**src/hdl/assert_macros.svh**
```systemverilog
// Assertion macros used by the top level of the PLL register programmer.
`ifndef ASSERT_MACROS_SVH
`define ASSERT_MACROS_SVH

// Property checked on every rising clock edge outside reset.
`define FNPLL_ASSERT(lbl, prop, msg) \
  lbl: assert property (@(posedge clk_i) disable iff (!rst_ni) prop) else $error(msg);

// Condition that must never be seen on a rising clock edge outside reset.
`define FNPLL_NEVER(lbl, expr, msg) \
  lbl: assert property (@(posedge clk_i) disable iff (!rst_ni) !(expr)) else $error(msg);

`endif

```
**src/hdl/fnpll_pkg.sv**
```systemverilog
// Types and constants of the fractional-N PLL register programmer.
package fnpll_pkg;

  localparam int unsigned WORD_W    = 32;
  localparam int unsigned NUM_CFG   = 8;
  localparam int unsigned CFG_IDX_W = 3;
  localparam int unsigned FREQ_W    = 32;
  localparam int unsigned SEL_W     = 3;
  localparam logic [SEL_W-1:0] SEL_MAX = 3'd6;
  localparam int unsigned V_W       = FREQ_W + 6;
  localparam int unsigned FRAC1_W   = 24;
  localparam int unsigned FRAC2_W   = 14;
  localparam int unsigned QUOT_W    = V_W + FRAC1_W;
  localparam int unsigned ITER_W    = 6;
  localparam int unsigned SEQ_LEN   = 18;
  localparam int unsigned POS_W     = 5;
  localparam int unsigned MOD2_VAL  = 16383;
  localparam int unsigned MOD2_SHIFT = 15;
  localparam int unsigned R6_SEL_LSB = 21;

  localparam logic [ITER_W-1:0] DIV1_ITERS = ITER_W'(QUOT_W);
  localparam logic [ITER_W-1:0] DIV2_ITERS = ITER_W'(FRAC2_W);

  localparam logic [WORD_W-1:0] R6_KEEP_MASK = 32'hFF1F_FFFF;
  localparam logic [WORD_W-1:0] R5_WORD      = 32'h0080_0025;
  localparam logic [WORD_W-1:0] R3_WORD      = 32'h0000_0003;
  localparam logic [WORD_W-1:0] AUTOCAL_BIT  = 32'h0020_0000;
  localparam logic [WORD_W-1:0] R2_FIXED     = WORD_W'((MOD2_VAL << 4) + 2);

  // Configuration register indexes.
  localparam logic [CFG_IDX_W-1:0] CFG_R12 = 3'd0;
  localparam logic [CFG_IDX_W-1:0] CFG_R11 = 3'd1;
  localparam logic [CFG_IDX_W-1:0] CFG_R10 = 3'd2;
  localparam logic [CFG_IDX_W-1:0] CFG_R9  = 3'd3;
  localparam logic [CFG_IDX_W-1:0] CFG_R8  = 3'd4;
  localparam logic [CFG_IDX_W-1:0] CFG_R7  = 3'd5;
  localparam logic [CFG_IDX_W-1:0] CFG_R6  = 3'd6;
  localparam logic [CFG_IDX_W-1:0] CFG_R4  = 3'd7;

  localparam logic [NUM_CFG-1:0][WORD_W-1:0] CFG_RESET = {
    32'h3400_8984, 32'h3524_8076, 32'h1000_02E7, 32'h1A69_A6B8,
    32'h3406_7F99, 32'h6000_3EBA, 32'h0081_200B, 32'h0001_050C
  };

  typedef logic [NUM_CFG-1:0][WORD_W-1:0] cfg_bank_t;

  // Computed words of one programming request.
  typedef struct packed {
    logic [WORD_W-1:0] int_word;
    logic [WORD_W-1:0] frac1_word;
    logic [WORD_W-1:0] frac2_word;
    logic [WORD_W-1:0] divider_word;
    logic              below_range;
  } pll_words_t;

  // Slots of the write sequence, in the order the chip expects them.
  typedef enum logic [POS_W-1:0] {
    SLOT_R12, SLOT_R11, SLOT_R10, SLOT_R4_A, SLOT_R9, SLOT_R8, SLOT_R7,
    SLOT_R6, SLOT_R5, SLOT_R4_B, SLOT_R3, SLOT_R2_A, SLOT_R1_A, SLOT_R0_CAL,
    SLOT_R4_C, SLOT_R2_B, SLOT_R1_B, SLOT_R0
  } slot_e;

endpackage

```
**src/hdl/fnpll_serial_div.sv**
```systemverilog
// Bit-serial restoring divider, one quotient bit per clock.
module fnpll_serial_div #(
  parameter int unsigned RW = 24
) (
  input  logic                             clk_i,
  input  logic                             rst_ni,
  input  logic                             start_i,
  input  logic [fnpll_pkg::QUOT_W-1:0]     num_i,
  input  logic [RW-1:0]                    rem_init_i,
  input  logic [RW-1:0]                    den_i,
  input  logic [fnpll_pkg::ITER_W-1:0]     iters_i,
  output logic [fnpll_pkg::QUOT_W-1:0]     quot_o,
  output logic [RW-1:0]                    rem_o,
  output logic                             done_o
);

  localparam int unsigned NW = fnpll_pkg::QUOT_W;

  logic [NW-1:0]                num_q;
  logic [RW-1:0]                rem_q;
  logic [RW-1:0]                den_q;
  logic [fnpll_pkg::ITER_W-1:0] cnt_q;
  logic                         busy_q;
  logic                         done_q;
  logic [RW:0]                  shifted;
  logic [RW:0]                  trial;
  logic                         fits;

  // The partial remainder stays below the divisor, so the shifted value
  // stays below twice the divisor and fits in one extra bit.
  assign shifted = {rem_q, num_q[NW-1]};
  assign trial   = shifted - {1'b0, den_q};
  assign fits    = !trial[RW];

  always_ff @(posedge clk_i or negedge rst_ni) begin
    if (!rst_ni) begin
      num_q  <= '0;
      rem_q  <= '0;
      den_q  <= '0;
      cnt_q  <= '0;
      busy_q <= 1'b0;
      done_q <= 1'b0;
    end else begin
      done_q <= 1'b0;
      if (start_i) begin
        num_q  <= num_i;
        rem_q  <= rem_init_i;
        den_q  <= den_i;
        cnt_q  <= iters_i;
        busy_q <= 1'b1;
      end else if (busy_q) begin
        num_q <= {num_q[NW-2:0], fits};
        rem_q <= fits ? trial[RW-1:0] : shifted[RW-1:0];
        cnt_q <= cnt_q - fnpll_pkg::ITER_W'(1);
        if (cnt_q == fnpll_pkg::ITER_W'(1)) begin
          busy_q <= 1'b0;
          done_q <= 1'b1;
        end
      end
    end
  end

  assign quot_o = num_q;
  assign rem_o  = rem_q;
  assign done_o = done_q;

endmodule

```
**src/hdl/fnpll_word_seq.sv**
```systemverilog
// Output sequencer that walks the eighteen-word register write sequence.
module fnpll_word_seq (
  input  logic                          clk_i,
  input  logic                          rst_ni,
  input  logic                          start_i,
  input  fnpll_pkg::pll_words_t         words_i,
  input  fnpll_pkg::cfg_bank_t          cfg_i,
  input  logic                          out_stall_i,
  output logic                          out_valid_o,
  output logic [fnpll_pkg::WORD_W-1:0]  reg_word_o,
  output logic [fnpll_pkg::POS_W-1:0]   word_number_o,
  output logic                          below_range_o,
  output logic                          last_o,
  output logic                          done_o
);

  logic                        valid_q;
  logic [fnpll_pkg::POS_W-1:0] pos_q;
  logic                        last;

  assign last = (pos_q == fnpll_pkg::POS_W'(fnpll_pkg::SEQ_LEN - 1));

  always_ff @(posedge clk_i or negedge rst_ni) begin
    if (!rst_ni) begin
      valid_q <= 1'b0;
      pos_q   <= '0;
    end else if (start_i) begin
      valid_q <= 1'b1;
      pos_q   <= '0;
    end else if (valid_q && !out_stall_i) begin
      if (last) begin
        valid_q <= 1'b0;
      end else begin
        pos_q <= pos_q + fnpll_pkg::POS_W'(1);
      end
    end
  end

  // The computed words stay still for the whole sequence, so they hold while
  // the receiver stalls; the configuration words follow any write to them.
  always_comb begin
    unique case (fnpll_pkg::slot_e'(pos_q))
      fnpll_pkg::SLOT_R12:    reg_word_o = cfg_i[fnpll_pkg::CFG_R12];
      fnpll_pkg::SLOT_R11:    reg_word_o = cfg_i[fnpll_pkg::CFG_R11];
      fnpll_pkg::SLOT_R10:    reg_word_o = cfg_i[fnpll_pkg::CFG_R10];
      fnpll_pkg::SLOT_R4_A:   reg_word_o = cfg_i[fnpll_pkg::CFG_R4];
      fnpll_pkg::SLOT_R9:     reg_word_o = cfg_i[fnpll_pkg::CFG_R9];
      fnpll_pkg::SLOT_R8:     reg_word_o = cfg_i[fnpll_pkg::CFG_R8];
      fnpll_pkg::SLOT_R7:     reg_word_o = cfg_i[fnpll_pkg::CFG_R7];
      fnpll_pkg::SLOT_R6:     reg_word_o = words_i.divider_word;
      fnpll_pkg::SLOT_R5:     reg_word_o = fnpll_pkg::R5_WORD;
      fnpll_pkg::SLOT_R4_B:   reg_word_o = cfg_i[fnpll_pkg::CFG_R4];
      fnpll_pkg::SLOT_R3:     reg_word_o = fnpll_pkg::R3_WORD;
      fnpll_pkg::SLOT_R2_A:   reg_word_o = words_i.frac2_word;
      fnpll_pkg::SLOT_R1_A:   reg_word_o = words_i.frac1_word;
      fnpll_pkg::SLOT_R0_CAL: reg_word_o = words_i.int_word | fnpll_pkg::AUTOCAL_BIT;
      fnpll_pkg::SLOT_R4_C:   reg_word_o = cfg_i[fnpll_pkg::CFG_R4];
      fnpll_pkg::SLOT_R2_B:   reg_word_o = words_i.frac2_word;
      fnpll_pkg::SLOT_R1_B:   reg_word_o = words_i.frac1_word;
      fnpll_pkg::SLOT_R0:     reg_word_o = words_i.int_word;
      default:                reg_word_o = '0;
    endcase
  end

  assign out_valid_o   = valid_q;
  assign word_number_o = pos_q;
  assign below_range_o = words_i.below_range;
  assign last_o        = last;
  assign done_o        = valid_q && !out_stall_i && last;

endmodule

```
**src/hdl/frac_n_pll_register_programmer_unit.sv**
```systemverilog
// Top level of the fractional-N PLL register programmer.
//
// The input channel takes one word, a target output frequency in MHz as
// unsigned Q16.16. For each accepted word the block picks the output divider,
// splits VCO/PFD into INT, FRAC1 and FRAC2, builds R0, R1, R2 and R6 and then
// sends the eighteen-word register write sequence on the output channel, one
// word per handshake, with the word number, the below-range flag and a last
// flag on the final word.
// Both channels use valid and stall; a word moves on a rising edge with valid
// high and stall low. The configuration port writes one of the eight fixed
// register words whenever its write enable is high.
// Steps: the output divider search, the bit-serial divider for INT and FRAC1,
// the build and load of the FRAC2 numerator, and the divider again for FRAC2,
// one quotient bit per clock, before the first output word is presented.
// A new request is taken only after the last word of the previous one.
// When the receiver stalls, the current word holds and the sequencer waits.
// Reset loads the default register words and leaves the block idle.
module frac_n_pll_register_programmer_unit #(
  parameter int unsigned PFD_MHZ     = 100,
  parameter int unsigned VCO_MIN_MHZ = 3300
) (
  input  logic                              clk_i,
  input  logic                              rst_ni,
  input  logic                              in_valid_i,
  output logic                              in_stall_o,
  input  logic [fnpll_pkg::FREQ_W-1:0]      frequency_q16_i,
  output logic                              out_valid_o,
  input  logic                              out_stall_i,
  output logic [fnpll_pkg::WORD_W-1:0]      reg_word_o,
  output logic [fnpll_pkg::POS_W-1:0]       word_number_o,
  output logic                              below_range_o,
  output logic                              last_o,
  input  logic                              cfg_we_i,
  input  logic [fnpll_pkg::CFG_IDX_W-1:0]   cfg_index_i,
  input  logic [fnpll_pkg::WORD_W-1:0]      cfg_wdata_i
);

  // The PFD frequency in Q16.16 sets the divisor width; the remainder
  // register needs one bit more to hold twice the divisor for FRAC2.
  localparam int unsigned DW  = $clog2(PFD_MHZ + 1) + 16;
  localparam int unsigned RW  = DW + 1;
  localparam int unsigned NW2 = DW + fnpll_pkg::MOD2_SHIFT;
  localparam logic [DW-1:0] D_VAL = DW'(PFD_MHZ) << 16;
  localparam logic [fnpll_pkg::V_W-1:0] VMIN_VAL =
    fnpll_pkg::V_W'(VCO_MIN_MHZ) << 16;

  typedef enum logic [2:0] {
    ST_IDLE, ST_SEL, ST_DIV1, ST_MUL, ST_ADD, ST_LOAD2, ST_DIV2, ST_EMIT
  } state_e;

  state_e                           state_q;
  fnpll_pkg::cfg_bank_t             cfg_q;
  fnpll_pkg::pll_words_t            words_q;
  logic [fnpll_pkg::V_W-1:0]        v_q;
  logic [fnpll_pkg::SEL_W-1:0]      sel_q;
  logic [NW2-1:0]                   n_q;

  logic                             in_accept;
  logic                             v_low;
  logic                             sel_done;
  logic                             div_start;
  logic [fnpll_pkg::QUOT_W-1:0]     div_num;
  logic [RW-1:0]                    div_rem_init;
  logic [RW-1:0]                    div_den;
  logic [fnpll_pkg::ITER_W-1:0]     div_iters;
  logic [fnpll_pkg::QUOT_W-1:0]     div_quot;
  logic [RW-1:0]                    div_rem;
  logic                             div_done;
  logic                             seq_start;
  logic                             seq_done;
  logic [NW2-1:0]                   r2_ext;

  assign in_accept = in_valid_i && !in_stall_o;
  assign in_stall_o = (state_q != ST_IDLE);

  // Divider search: keep doubling while the VCO is low and the limit is not hit.
  assign v_low    = (v_q < VMIN_VAL);
  assign sel_done = !(v_low && (sel_q < fnpll_pkg::SEL_MAX));

  // The divider is shared: first for INT and FRAC1 over the whole VCO word
  // followed by 24 zero bits, then for the rounded FRAC2 quotient. The FRAC2
  // quotient stays below 2^14, so its top numerator bits seed the remainder.
  always_comb begin
    if (state_q == ST_LOAD2) begin
      div_num      = {n_q[fnpll_pkg::FRAC2_W-1:0],
                      (fnpll_pkg::QUOT_W - fnpll_pkg::FRAC2_W)'(0)};
      div_rem_init = n_q[NW2-1:fnpll_pkg::FRAC2_W];
      div_den      = {D_VAL, 1'b0};
      div_iters    = fnpll_pkg::DIV2_ITERS;
    end else begin
      div_num      = {v_q, fnpll_pkg::FRAC1_W'(0)};
      div_rem_init = '0;
      div_den      = {1'b0, D_VAL};
      div_iters    = fnpll_pkg::DIV1_ITERS;
    end
  end

  assign div_start = ((state_q == ST_SEL) && sel_done) || (state_q == ST_LOAD2);
  assign seq_start = (state_q == ST_DIV2) && div_done;
  assign r2_ext    = NW2'(div_rem[DW-1:0]);

  always_ff @(posedge clk_i or negedge rst_ni) begin
    if (!rst_ni) begin
      state_q <= ST_IDLE;
      cfg_q   <= fnpll_pkg::CFG_RESET;
      words_q <= '0;
      v_q     <= '0;
      sel_q   <= '0;
      n_q     <= '0;
    end else begin
      if (cfg_we_i) begin
        cfg_q[cfg_index_i] <= cfg_wdata_i;
      end
      unique case (state_q)
        ST_IDLE: begin
          if (in_accept) begin
            v_q     <= fnpll_pkg::V_W'(frequency_q16_i);
            sel_q   <= '0;
            state_q <= ST_SEL;
          end
        end
        ST_SEL: begin
          if (sel_done) begin
            words_q.below_range <= v_low;
            state_q             <= ST_DIV1;
          end else begin
            v_q   <= v_q << 1;
            sel_q <= sel_q + fnpll_pkg::SEL_W'(1);
          end
        end
        ST_DIV1: begin
          if (div_done) begin
            // R0 keeps the low 28 bits of INT above the address nibble.
            words_q.int_word <= {div_quot[fnpll_pkg::FRAC1_W +: fnpll_pkg::WORD_W - 4],
                                 4'h0};
            words_q.frac1_word <= {4'h0, div_quot[fnpll_pkg::FRAC1_W-1:0], 4'h1};
            state_q <= ST_MUL;
          end
        end
        ST_MUL: begin
          // 2 * r2 * 16383 as a shift and a subtract.
          n_q     <= (r2_ext << fnpll_pkg::MOD2_SHIFT) - (r2_ext << 1);
          state_q <= ST_ADD;
        end
        ST_ADD: begin
          // Adding the divisor once makes the halved quotient round half up.
          n_q     <= n_q + NW2'(D_VAL);
          state_q <= ST_LOAD2;
        end
        ST_LOAD2: begin
          state_q <= ST_DIV2;
        end
        ST_DIV2: begin
          if (div_done) begin
            words_q.frac2_word <= {div_quot[fnpll_pkg::FRAC2_W-1:0],
                                   (fnpll_pkg::WORD_W - fnpll_pkg::FRAC2_W)'(0)}
                                  + fnpll_pkg::R2_FIXED;
            words_q.divider_word <= (cfg_q[fnpll_pkg::CFG_R6] & fnpll_pkg::R6_KEEP_MASK)
                                    | (fnpll_pkg::WORD_W'(sel_q) << fnpll_pkg::R6_SEL_LSB);
            state_q <= ST_EMIT;
          end
        end
        ST_EMIT: begin
          if (seq_done) begin
            state_q <= ST_IDLE;
          end
        end
        default: begin
          state_q <= ST_IDLE;
        end
      endcase
    end
  end

  fnpll_serial_div #(
    .RW(RW)
  ) u_div (
    .clk_i      (clk_i),
    .rst_ni     (rst_ni),
    .start_i    (div_start),
    .num_i      (div_num),
    .rem_init_i (div_rem_init),
    .den_i      (div_den),
    .iters_i    (div_iters),
    .quot_o     (div_quot),
    .rem_o      (div_rem),
    .done_o     (div_done)
  );

  fnpll_word_seq u_seq (
    .clk_i         (clk_i),
    .rst_ni        (rst_ni),
    .start_i       (seq_start),
    .words_i       (words_q),
    .cfg_i         (cfg_q),
    .out_stall_i   (out_stall_i),
    .out_valid_o   (out_valid_o),
    .reg_word_o    (reg_word_o),
    .word_number_o (word_number_o),
    .below_range_o (below_range_o),
    .last_o        (last_o),
    .done_o        (seq_done)
  );

`include "assert_macros.svh"

  // No request is taken while a sequence is on the output.
  `FNPLL_ASSERT(a_no_accept_while_emit, out_valid_o |-> in_stall_o, "input taken during output")
  // Words of one sequence follow one another without gaps in numbering.
  `FNPLL_ASSERT(a_word_advance, (out_valid_o && !out_stall_i && !last_o) |=> (out_valid_o && (word_number_o == $past(word_number_o) + 5'd1)), "word sequence skipped")
  // The divider only reports while the controller waits for it.
  `FNPLL_NEVER(a_div_done_state, div_done && (state_q != ST_DIV1) && (state_q != ST_DIV2), "stray divider result")
  // An accepted request always leaves the block busy in the next cycle.
  `FNPLL_ASSERT(a_busy_after_accept, in_accept |=> in_stall_o, "block idle after accept")

endmodule
```
**config.mk**
```make
export PLATFORM = sky130hd
export DESIGN_NAME = frac_n_pll_register_programmer_unit
export DESIGN_NICKNAME = d
export VERILOG_FILES = /design/src/hdl/fnpll_pkg.sv /design/src/hdl/fnpll_serial_div.sv /design/src/hdl/fnpll_word_seq.sv /design/src/hdl/frac_n_pll_register_programmer_unit.sv
export VERILOG_INCLUDE_DIRS = /design/src /design/src/hdl
export SDC_FILE = /design/constraint.sdc
export NUM_CORES = 1
export LEC_CHECK = 0
export ABC_AREA = 1
export BUFFER_PORTS_ARGS = -buffer_cell sky130_fd_sc_hd__clkbuf_2
export CAP_MARGIN = 20
export CORE_ASPECT_RATIO = 2
export CORE_MARGIN = 1.5
export CORE_UTILIZATION = 50
export DETAILED_ROUTE_END_ITERATION = 10
export PLACE_DENSITY = 0.65
export RECOVER_POWER = 25
export SETUP_SLACK_MARGIN = 0.1
export SYNTH_ARGS = -nofsm -noshare
export SYNTH_HDL_FRONTEND = slang
export SYNTH_SLANG_ARGS = --single-unit
```
**constraint.sdc**
```tcl
create_clock -name clk_i -period 2.25 [get_ports clk_i]
set_input_delay 0.3375 -clock clk_i [delete_from_list [all_inputs] [get_ports clk_i]]
set_output_delay 0.3375 -clock clk_i [all_outputs]
set_load 0.005 [all_outputs]
```
## Word level (Yosys, flattened, before mapping)

Index checks and enable logic that the tools add are counted.

| storage, ports and cells | value |
|---|---|
| input port bits | 72 |
| bits in registers | 580 |
| logic and storage cells | 140 |

| operators by class | value |
|---|---|
| bitwise logic cells | 2 |
| reductions and logical operators | 30 |
| magnitude comparators | 4 |
| equality and inequality tests | 32 |
| mux-type cells | 40 |
| add/subtract/negate cells | 7 |

Operators by type and width:

| operator | count |
|---|---|
| $pmux W32 S14 | 1 |
| $bwmux W256 | 1 |
| $mux W62 | 3 |
| $pmux W38 S2 | 2 |
| $mux W24 | 5 |
| $demux W32 S3 | 1 |
| $mux W38 | 2 |
| $eq A5 B4 Y1 const B | 8 |
| $add A38 B23 Y38 const B | 1 |
| $lt A38 B28 Y1 const B | 1 |
| $sub A38 B24 Y38 | 1 |
| $add A32 B18 Y32 const B | 1 |
| $mux W32 | 1 |
| $or A32 B24 Y32 | 1 |
| $sub A25 B24 Y25 | 1 |
| $pmux W3 S8 | 1 |
| $mux W3 | 7 |
| $eq A5 B3 Y1 const B | 4 |
| $mux W6 | 3 |
| $mux W5 | 3 |
| $eq A3 B3 Y1 const B | 4 |
| $eq A5 B2 Y1 const B | 2 |
| $eq A5 B5 Y1 const B | 2 |
| $ne A2 B2 Y1 const B | 5 |
| other kinds (26) | 54 |

## Longest topological paths before layout

Gate-level depths: netlist of run 1.

| logic depth | value |
|---|---|
| depth after elaboration | 6 |
| mapped depth | 15 |
| depth with buffers taken out | 15 |

## Modules after synthesis

Synthesis of run 1 repeated with hierarchy kept, for this count alone.

| unflattened totals | value |
|---|---|
| cells, all modules | 4063 |
| area, all modules | 30062.6 µm² |

By module, submodules not included:

| module | seq. area each (µm²) | cells an instance | area each (µm²) | instances |
|---|---|---|---|---|
| frac_n_pll_register_programmer_unit | 11063.1 | 2139 | 18910.6 | 1 |
| fnpll_serial_div | 2952.8 | 1086 | 7519.7 | 1 |
| fnpll_word_seq | 150.1 | 838 | 3632.2 | 1 |

## Worst setup path after synthesis of run 1

No wires, ideal clock.

| timing path | value |
|---|---|
| path type | register -> output |
| start point | reg u_seq.pos_q (netlist bit u_seq.word_number_o[0]) |
| end point | out reg_word_o[9] in the netlist's numbering |
| setup slack | 30 ps |
| arrival time | 1882 ps |
| buffers on the path | 1 |
| stages on the path, launching flop included | 10 |
| cell sequence | dfrtp_1 -> ha_1 -> inv_1 -> nor2_1 -> ha_1 -> a21oi_2 -> nor2_1 -> clkbuf_1 -> a221oi_1 -> nand4_1 |

| on the way | value |
|---|---|
| longest elaborated chain between the ends | 3 |

Ends and longest elaborated chain:

| what | RTL line | RTL |
|---|---|---|
| start: declaration | fnpll_word_seq.sv:18 | `logic [fnpll_pkg::POS_W-1:0] pos_q;` |
| start signal: assignment | fnpll_word_seq.sv:34 | `pos_q <= pos_q + fnpll_pkg::POS_W'(1);` |
| $eq A5 B2 Y1, or another cell as far along | fnpll_word_seq.sv:42 | `unique case (fnpll_pkg::slot_e'(pos_q))` |
| $reduce_or A3 Y1 (no line) or $reduce_or A2 Y1 (tied branches) | n/a |  |
| $pmux W32 S14 (*) | fnpll_word_seq.sv:42 |  |
| end: declaration | frac_n_pll_register_programmer_unit.sv:29 | `output logic [fnpll_pkg::WORD_W-1:0] reg_word_o,` |

Mark *: on every way between the ends. The rest lies on a longest branch, timed or not.

## Final worst setup path of run 1

| timing path | value |
|---|---|
| start point | reg u_seq.pos_q (netlist bit u_seq.word_number_o[1]) |
| end point | out reg_word_o[31] in the netlist's numbering |

Same word-level chain as after synthesis.

==> results of run 1 <==
[path summary, 6_finish.rpt]
| kind | startpoint | end | cells past startpoint |
|---|---|---|---|
| setup / recovery | u_seq.word_number_o[1] | reg_word_o[31] | 12 |
| hold / removal | frequency_q16_i[21] | v_q[21] | 5 |
| setup reg to reg | u_seq.word_number_o[3] | state_q[2] | 12 |
| hold reg to reg | words_q[65] | words_q[65] | 2 |
| max in group asynchronous | rst_ni | cfg_q[197] | 3 |
| min in group asynchronous | rst_ni | cfg_q[102] | 2 |
[kinds of logic after synthesis]
logic type | after synthesis | synth area share
and+or+nand+nor | 1434 | 0.2224
muxes | 8 | 0.003495
buffers and inverters | 478 | 0.07213
DFF | 538 | 0.5262
AOI/OAI and AO/OA | 702 | 0.1551
xor gates and xnor gates | 24 | 0.008155
adders and majority gates | 25 | 0.01243
[cell usage after synthesis, types with 3 or more instances]
cell       count  area, um2
nand2_1     1012       3799
dfrtp_1      457      11440
o21ai_0      427       2137
inv_1        317       1190
nor2_1       228      855.8
clkbuf_1     127      476.7
nand3_1      124      620.6
a21oi_1       95      475.5
dfstp_2       81       2128
nand4_1       32      200.2
a22o_1        30      262.8
a22oi_1       26      195.2
ha_1          24      300.3
a221oi_1      21      183.9
buf_2         20      100.1
o21ai_2       20      175.2
a211oi_1      19      142.6
o21ai_1       19      95.09
nor3_1        18      90.09
xor2_1        16      140.1
o22ai_1       11      68.82
o2111ai_1      9      78.83
mux2_2         8      90.09
xnor2_1        8      70.07
o21a_1         7      52.55
o211ai_1       6      45.04
a31oi_1        5      31.28
buf_6          5      56.30
clkinv_1       4      15.01
inv_2          4      15.01
nand2_4        3      33.78
nand3b_1       3      22.52
o21bai_1       3      22.52
or2_2          3      18.77
[per-stage QoR]
stage	utilization	cells	instance area (um2)
final	0.6293	4208	32060
after global routing	0.6293	4208	32060
after CTS	0.6139	4175	31270
after detailed placement	0.5647	4047	28770
after global placement	0.5647	4047	28770
after floorplan	-	3209	25780
[layout make-up]
class                   count  area [um2]  share of cell area
clock inverters            13       155.1            0.004840
inverters                 326        1244             0.03880
clock buffers              75        1413             0.04407
repair buffers            409        3530              0.1101
multi-input cells        2193       11330              0.3533
flip-flops and latches    538       13570              0.4233
well taps                 654       818.3             0.02553
[metal layers]
metal,up-vias,wire length (um),global-route usage
met5,-,0,0
met4,0,9437,0.2681
met3,369,4239,0.03248
met2,955,46640,0.6102
met1,11630,30980,0.3630
li1,10990,-,-
[flip-flops by register name (all words and copies together) (netlist names)]
| name | cells |
|---|---|
| cfg_q | 253 |
| words_q | 101 |
| u_div.quot_o | 62 |
| v_q | 38 |
| n_q | 37 |
| u_div.rem_o | 24 |
| u_div.cnt_q | 6 |
| u_seq.word_number_o | 5 |
| sel_q | 3 |
| state_q | 3 |
| u_div.den_q | 3 |
| u_div.busy_q | 1 |
| u_div.done_o | 1 |
| u_seq.out_valid_o | 1 |
[worst min-delay path: cells and delay by family]
kind,cells,cell delay (ns)
compound gates,1,0.06
buf+inv,1,0.07
simple gates,3,0.14
[power groups by stage]
| stage | clock, mW | combinational [mW] | sequential (mW) |
|---|---|---|---|
| after CTS | 8.52 | 5.07 | 11.4 |
| after floorplan | 0 | 1.97 | 11.3 |
| after global routing | 8.87 | 6.39 | 11.5 |
| after detailed placement | 0 | 4.38 | 11.5 |
| after global placement | 0 | 4.29 | 11.5 |
| final | 8.42 | 6.01 | 11.4 |
[timing repair]
item                       CTS  global route
setup endpoints to repair   56           149
buffers inserted            20            28
gates resized for setup    137           131
gates cloned                 2             5
pin swaps                   31            49
hold buffers                18             0
hold endpoints to repair    47             0
==> flow_summary.ini, run 1 <==
[synthesis]
ys_async_sr_fraction = 1.000
synth_edf_count = 0
yosys_register_bits = 538
synth_ff_type = dfrtp_1
synthCells = 3209
yosysWarningCount = 0
synth.yosys.seq_area_share = 0.5262
synthesis.area_um2 = 25780
synth_cell_type_count = 49
synthesis.nets = 3306
syn_avg_cell_area_um2 = 8.032

[pwr]
p_leak_nw = 16.08
p_switching_mw = 7.791
peakVddDrop_uv = 760.5
p_int_mw = 18.06
p_per_area_nw_per_um2 = 806.4
switching_share = 0.3014
p_clk_frac = 0.326
fin_total_pwr_mw = 25.85
p_comb_frac = 0.233
power_frac_seq = 0.442

[drt]
wl_mm = 91.30
viasPerCell = 5.690
drt-wirelength-per-cell_um = 21.70
ant_nets = 0
vias = 23940
dr.pass1.iters = 5
drt-initial-drc-count = 2077
drc = 0

[cells_and_area]
fillers = 4363
nNetsFinal = 3613
antenna_cells = 0
layout.cells.most_common = nand2_1
area_growth_pct = 24.37
layout_common_cells = nand2_1 (978), dfrtp_1 (452), o21ai_0 (419)
final_layout_size_suffix_gt1_frac = 0.2155

[die]
die-area_um2 = 53010
fp.dieW_um = 163.6
core_um2 = 50940
ios = 113
initial_utilization = 0.5060
die_h_um = 324.1
rows = 117

[setup_path]
max_stage_delay_ns = 0.45
crit_chain = inv_4 -> buf_6 -> ha_4 -> nand3_1 -> nand2_2 -> buf_12 -> buf_12 -> nand2_2 -> nand3_2 -> a221oi_2 -> nand3_1 -> clkbuf_2
critPathArrivalTime_ns = 2.64
crit_fanout = 6
cp_top_family = buffers and inverters
critPathBufInv = 5
worst-r2r-setup-slack_ns = 0.12
worst_setup_path_start_kind = flop
cp_data_required_time_ns = 1.91
worst_path_max_delay_cell = dfrtp_2
crit_type = reg -> out
cp-end-kind = output port

[outcome]
violations = max-capacitance violations, max-slew violations, negative setup slack
status = finished, violations left

[clock_network]
numCtsBuffers = 48
cts_max_level = 2
cts_root_buf = clkbuf_16
cts.sinks = 538
cts_tree = yes
cts_buffer_depth = 3
clkTransAtPathRegs_ns = 0.07
clkLatencyLatePin_ns = 0.61

[timing]
final-setup-viol-count = 363
tns_ns = -55.13
hold_violations = 0
layout_min_cycle_time_ns = 2.982
worst_pin_slew_ns = 2.419
fin_skew_ns = 0.02500
finalMaxSlewViolations = 121
whs_ns = 0.05234
max_freq_mhz = 335.3
rsz0062_at_grt = yes
slew_headroom = -0.6125
fin_crit_sh = 1.325
timing.final.ws_setup_ns = -0.7322

[placement]
dp_hpwl_mm = 63.27
io_buffers = 112
dp_slack_ns = -0.1793
gp_congestion = 0.9983

[flow_run]
drv_cap = 2

[worst_hold_path]
hold_path_class = in -> reg

[global_routing]
grt.total_usage = 0.3406
grt_pass1_vias = 23760
grt-ovfl-total = 0
antenna_found_initial = 0
grt_max_degree = 98
grt_first_pass_wirelength_mm = 135.7
Note: power is estimated with default switching activity, not from simulation.
==> run 2, diff against run 1 <==
Settings changed: PLACE_DENSITY 0.65 to 0.77.
==> run 2 against run 1 <==
Compared with the run above:
- the run still ends with max-capacitance violations, max-slew violations, negative setup slack left
- combinational power down 7.3%
- final cell count is 1.5% lower
- die area unchanged
- clock power up 4.2%
- global-route usage is 2.0 points lower
- count of clock-buffer cells in the layout is 11 lower
- highest routed layer unchanged
- via count shrank 0.59%
- first-iteration DRC count decreased by 1.4%
- worst hold slack better by 0.0039 ns
- clock skew down 0.0074 ns
==> flow_summary.ini, run 2 (synthesized netlist as in run 1, its figures left out) <==
[pwr]
p_leak_nw = 15.70
p_per_area_nw_per_um2 = 816.6
fin_total_pwr_mw = 25.77
peakVddDrop_uv = 870.8

[cells_and_area]
largest_reg_flops = 253
area_growth_pct = 22.45
layout.cells.most_common = nand2_1
top_register = cfg_q
fin_util = 0.6195
antenna_cells = 0
final_layout_size_suffix_gt1_frac = 0.2040
layout_common_cells = nand2_1 (982), dfrtp_1 (450), o21ai_0 (415)
nNetsFinal = 3549

[die]
die_h_um = 324.1
core_um2 = 50940
initial_utilization = 0.5060
fp.dieW_um = 163.6
ios = 113
rows = 117
die-area_um2 = 53010

[global_routing]
grt_first_pass_wirelength_mm = 129.6
antenna_found_initial = 0
grt.total_usage = 0.3207
grt_max_degree = 75
grt-ovfl-total = 0
grt_pass1_vias = 23840

[outcome]
violations = max-capacitance violations, max-slew violations, negative setup slack
status = finished, violations left

[clock_network]
clkTransAtPathRegs_ns = 0.06
cts.sinks = 538
cts_root_buf = clkbuf_16
cts_tree = yes
cts_max_level = 2
clkLatencyLatePin_ns = 0.60
cts_buffer_depth = 3
numCtsBuffers = 47

[setup_path]
worst_setup_path_start_kind = flop
rr_startpoint = u_div.rem_o[12]
cp_data_required_time_ns = 1.91
worst-r2r-setup-slack_ns = 0.15
rr_worst_depth = 8
critPathArrivalTime_ns = 2.60
cp-end-kind = output port
crit_fanout = 15
r2r_end = n_q[18]
crit_type = reg -> out

[drt]
drt-initial-drc-count = 2047
drc = 0
ant_nets = 0
wl_mm = 84.75
dr.pass1.iters = 6
vias = 23800
drt-wirelength-per-cell_um = 20.45
viasPerCell = 5.742

[worst_hold_path]
holdPathStages = 5
whs_endpoint = v_q[11]
hold_path_class = in -> reg
min-delay-start = frequency_q16_i[11]

[timing]
finalMaxSlewViolations = 31
final-setup-viol-count = 33
rsz0062_at_grt = yes
max_freq_mhz = 339.9
timing.final.ws_setup_ns = -0.6916
fin_skew_ns = 0.01764
slew_headroom = -0.01491
tns_ns = -18.82
layout_min_cycle_time_ns = 2.942
whs_ns = 0.05626
worst_pin_slew_ns = 1.522
fin_crit_sh = 1.307
hold_violations = 0

[placement]
dp_hpwl_mm = 58.31
gp_congestion = 1.034
io_buffers = 112

[flow_run]
drv_cap = 1
-- run 2: metal layers --
metal / wire (um) / share of wire / up-vias / GRT usage
li1: - / - / 10880 / -
met1: 28380 / 0.33 / 11400 / 0.3340
met2: 42880 / 0.51 / 1104 / 0.5662
met3: 4859 / 0.057 / 418 / 0.04219
met4: 8629 / 0.10 / 0 / 0.2711
met5: 0 / 0 / - / 0
-- run 2: worst max path at each step --
stage                            from        endpoint  slack, ns
2_1_floorplan  u_seq.word_number_o[0]  reg_word_o[10]       0.11
3_3_place_gp   u_seq.word_number_o[0]  reg_word_o[17]      -0.23
3_5_place_dp   u_seq.word_number_o[0]  reg_word_o[17]      -0.21
4_1_cts        u_seq.word_number_o[1]  reg_word_o[19]      -0.62
5_1_grt        u_seq.word_number_o[1]  reg_word_o[17]      -0.76
6_report       u_seq.word_number_o[1]  reg_word_o[17]      -0.69
-- run 2: area by class of cell --
type | instances | area (um2)
fillers | 4190 | 19380
well taps | 654 | 818.3
multi-input cells | 2193 | 11350
repair buffers | 346 | 2910
clock inverters | 24 | 336.6
clock buffers | 64 | 1321
inverters | 326 | 1249
flip-flops and latches | 538 | 13570
-- run 2: timing repair --
action,in CTS,in global routing
hold buffers,17,0
setup endpoints to repair,42,107
pin swaps,35,42
setup buffers,16,13
cloned,3,2
hold endpoints to repair,47,0
resized for setup,139,124
-- run 2: worst max-delay path, cell delays in order, from the launching register on --
cell,delay (ns)
dfrtp_2,0.46
ha_2,0.22
inv_1,0.07
nor2_1,0.05
ha_2,0.18
a21oi_4,0.16
nor2_1,0.09
buf_12,0.18
a211oi_4,0.23
nand4_1,0.19
clkbuf_2,0.16
-- run 2: metrics by stage --
stage	worst slack [ns]	instances	cell area, um2
6_report	-0.6916	4145	31560
5_1_grt	-0.7625	4145	31560
4_1_cts	-0.6219	4132	31090
3_5_place_dp	-0.2127	4008	28450
3_3_place_gp	-0.2344	4008	28450
2_1_floorplan	0.1074	3209	25780
-- run 2: power by group --
group          internal [mW]  switching (mW)  total, mW
logic                   2.38            3.19       5.57
registers               10.8           0.638       11.4
clock network           4.97            3.80       8.77
total                   18.1            7.63       25.8
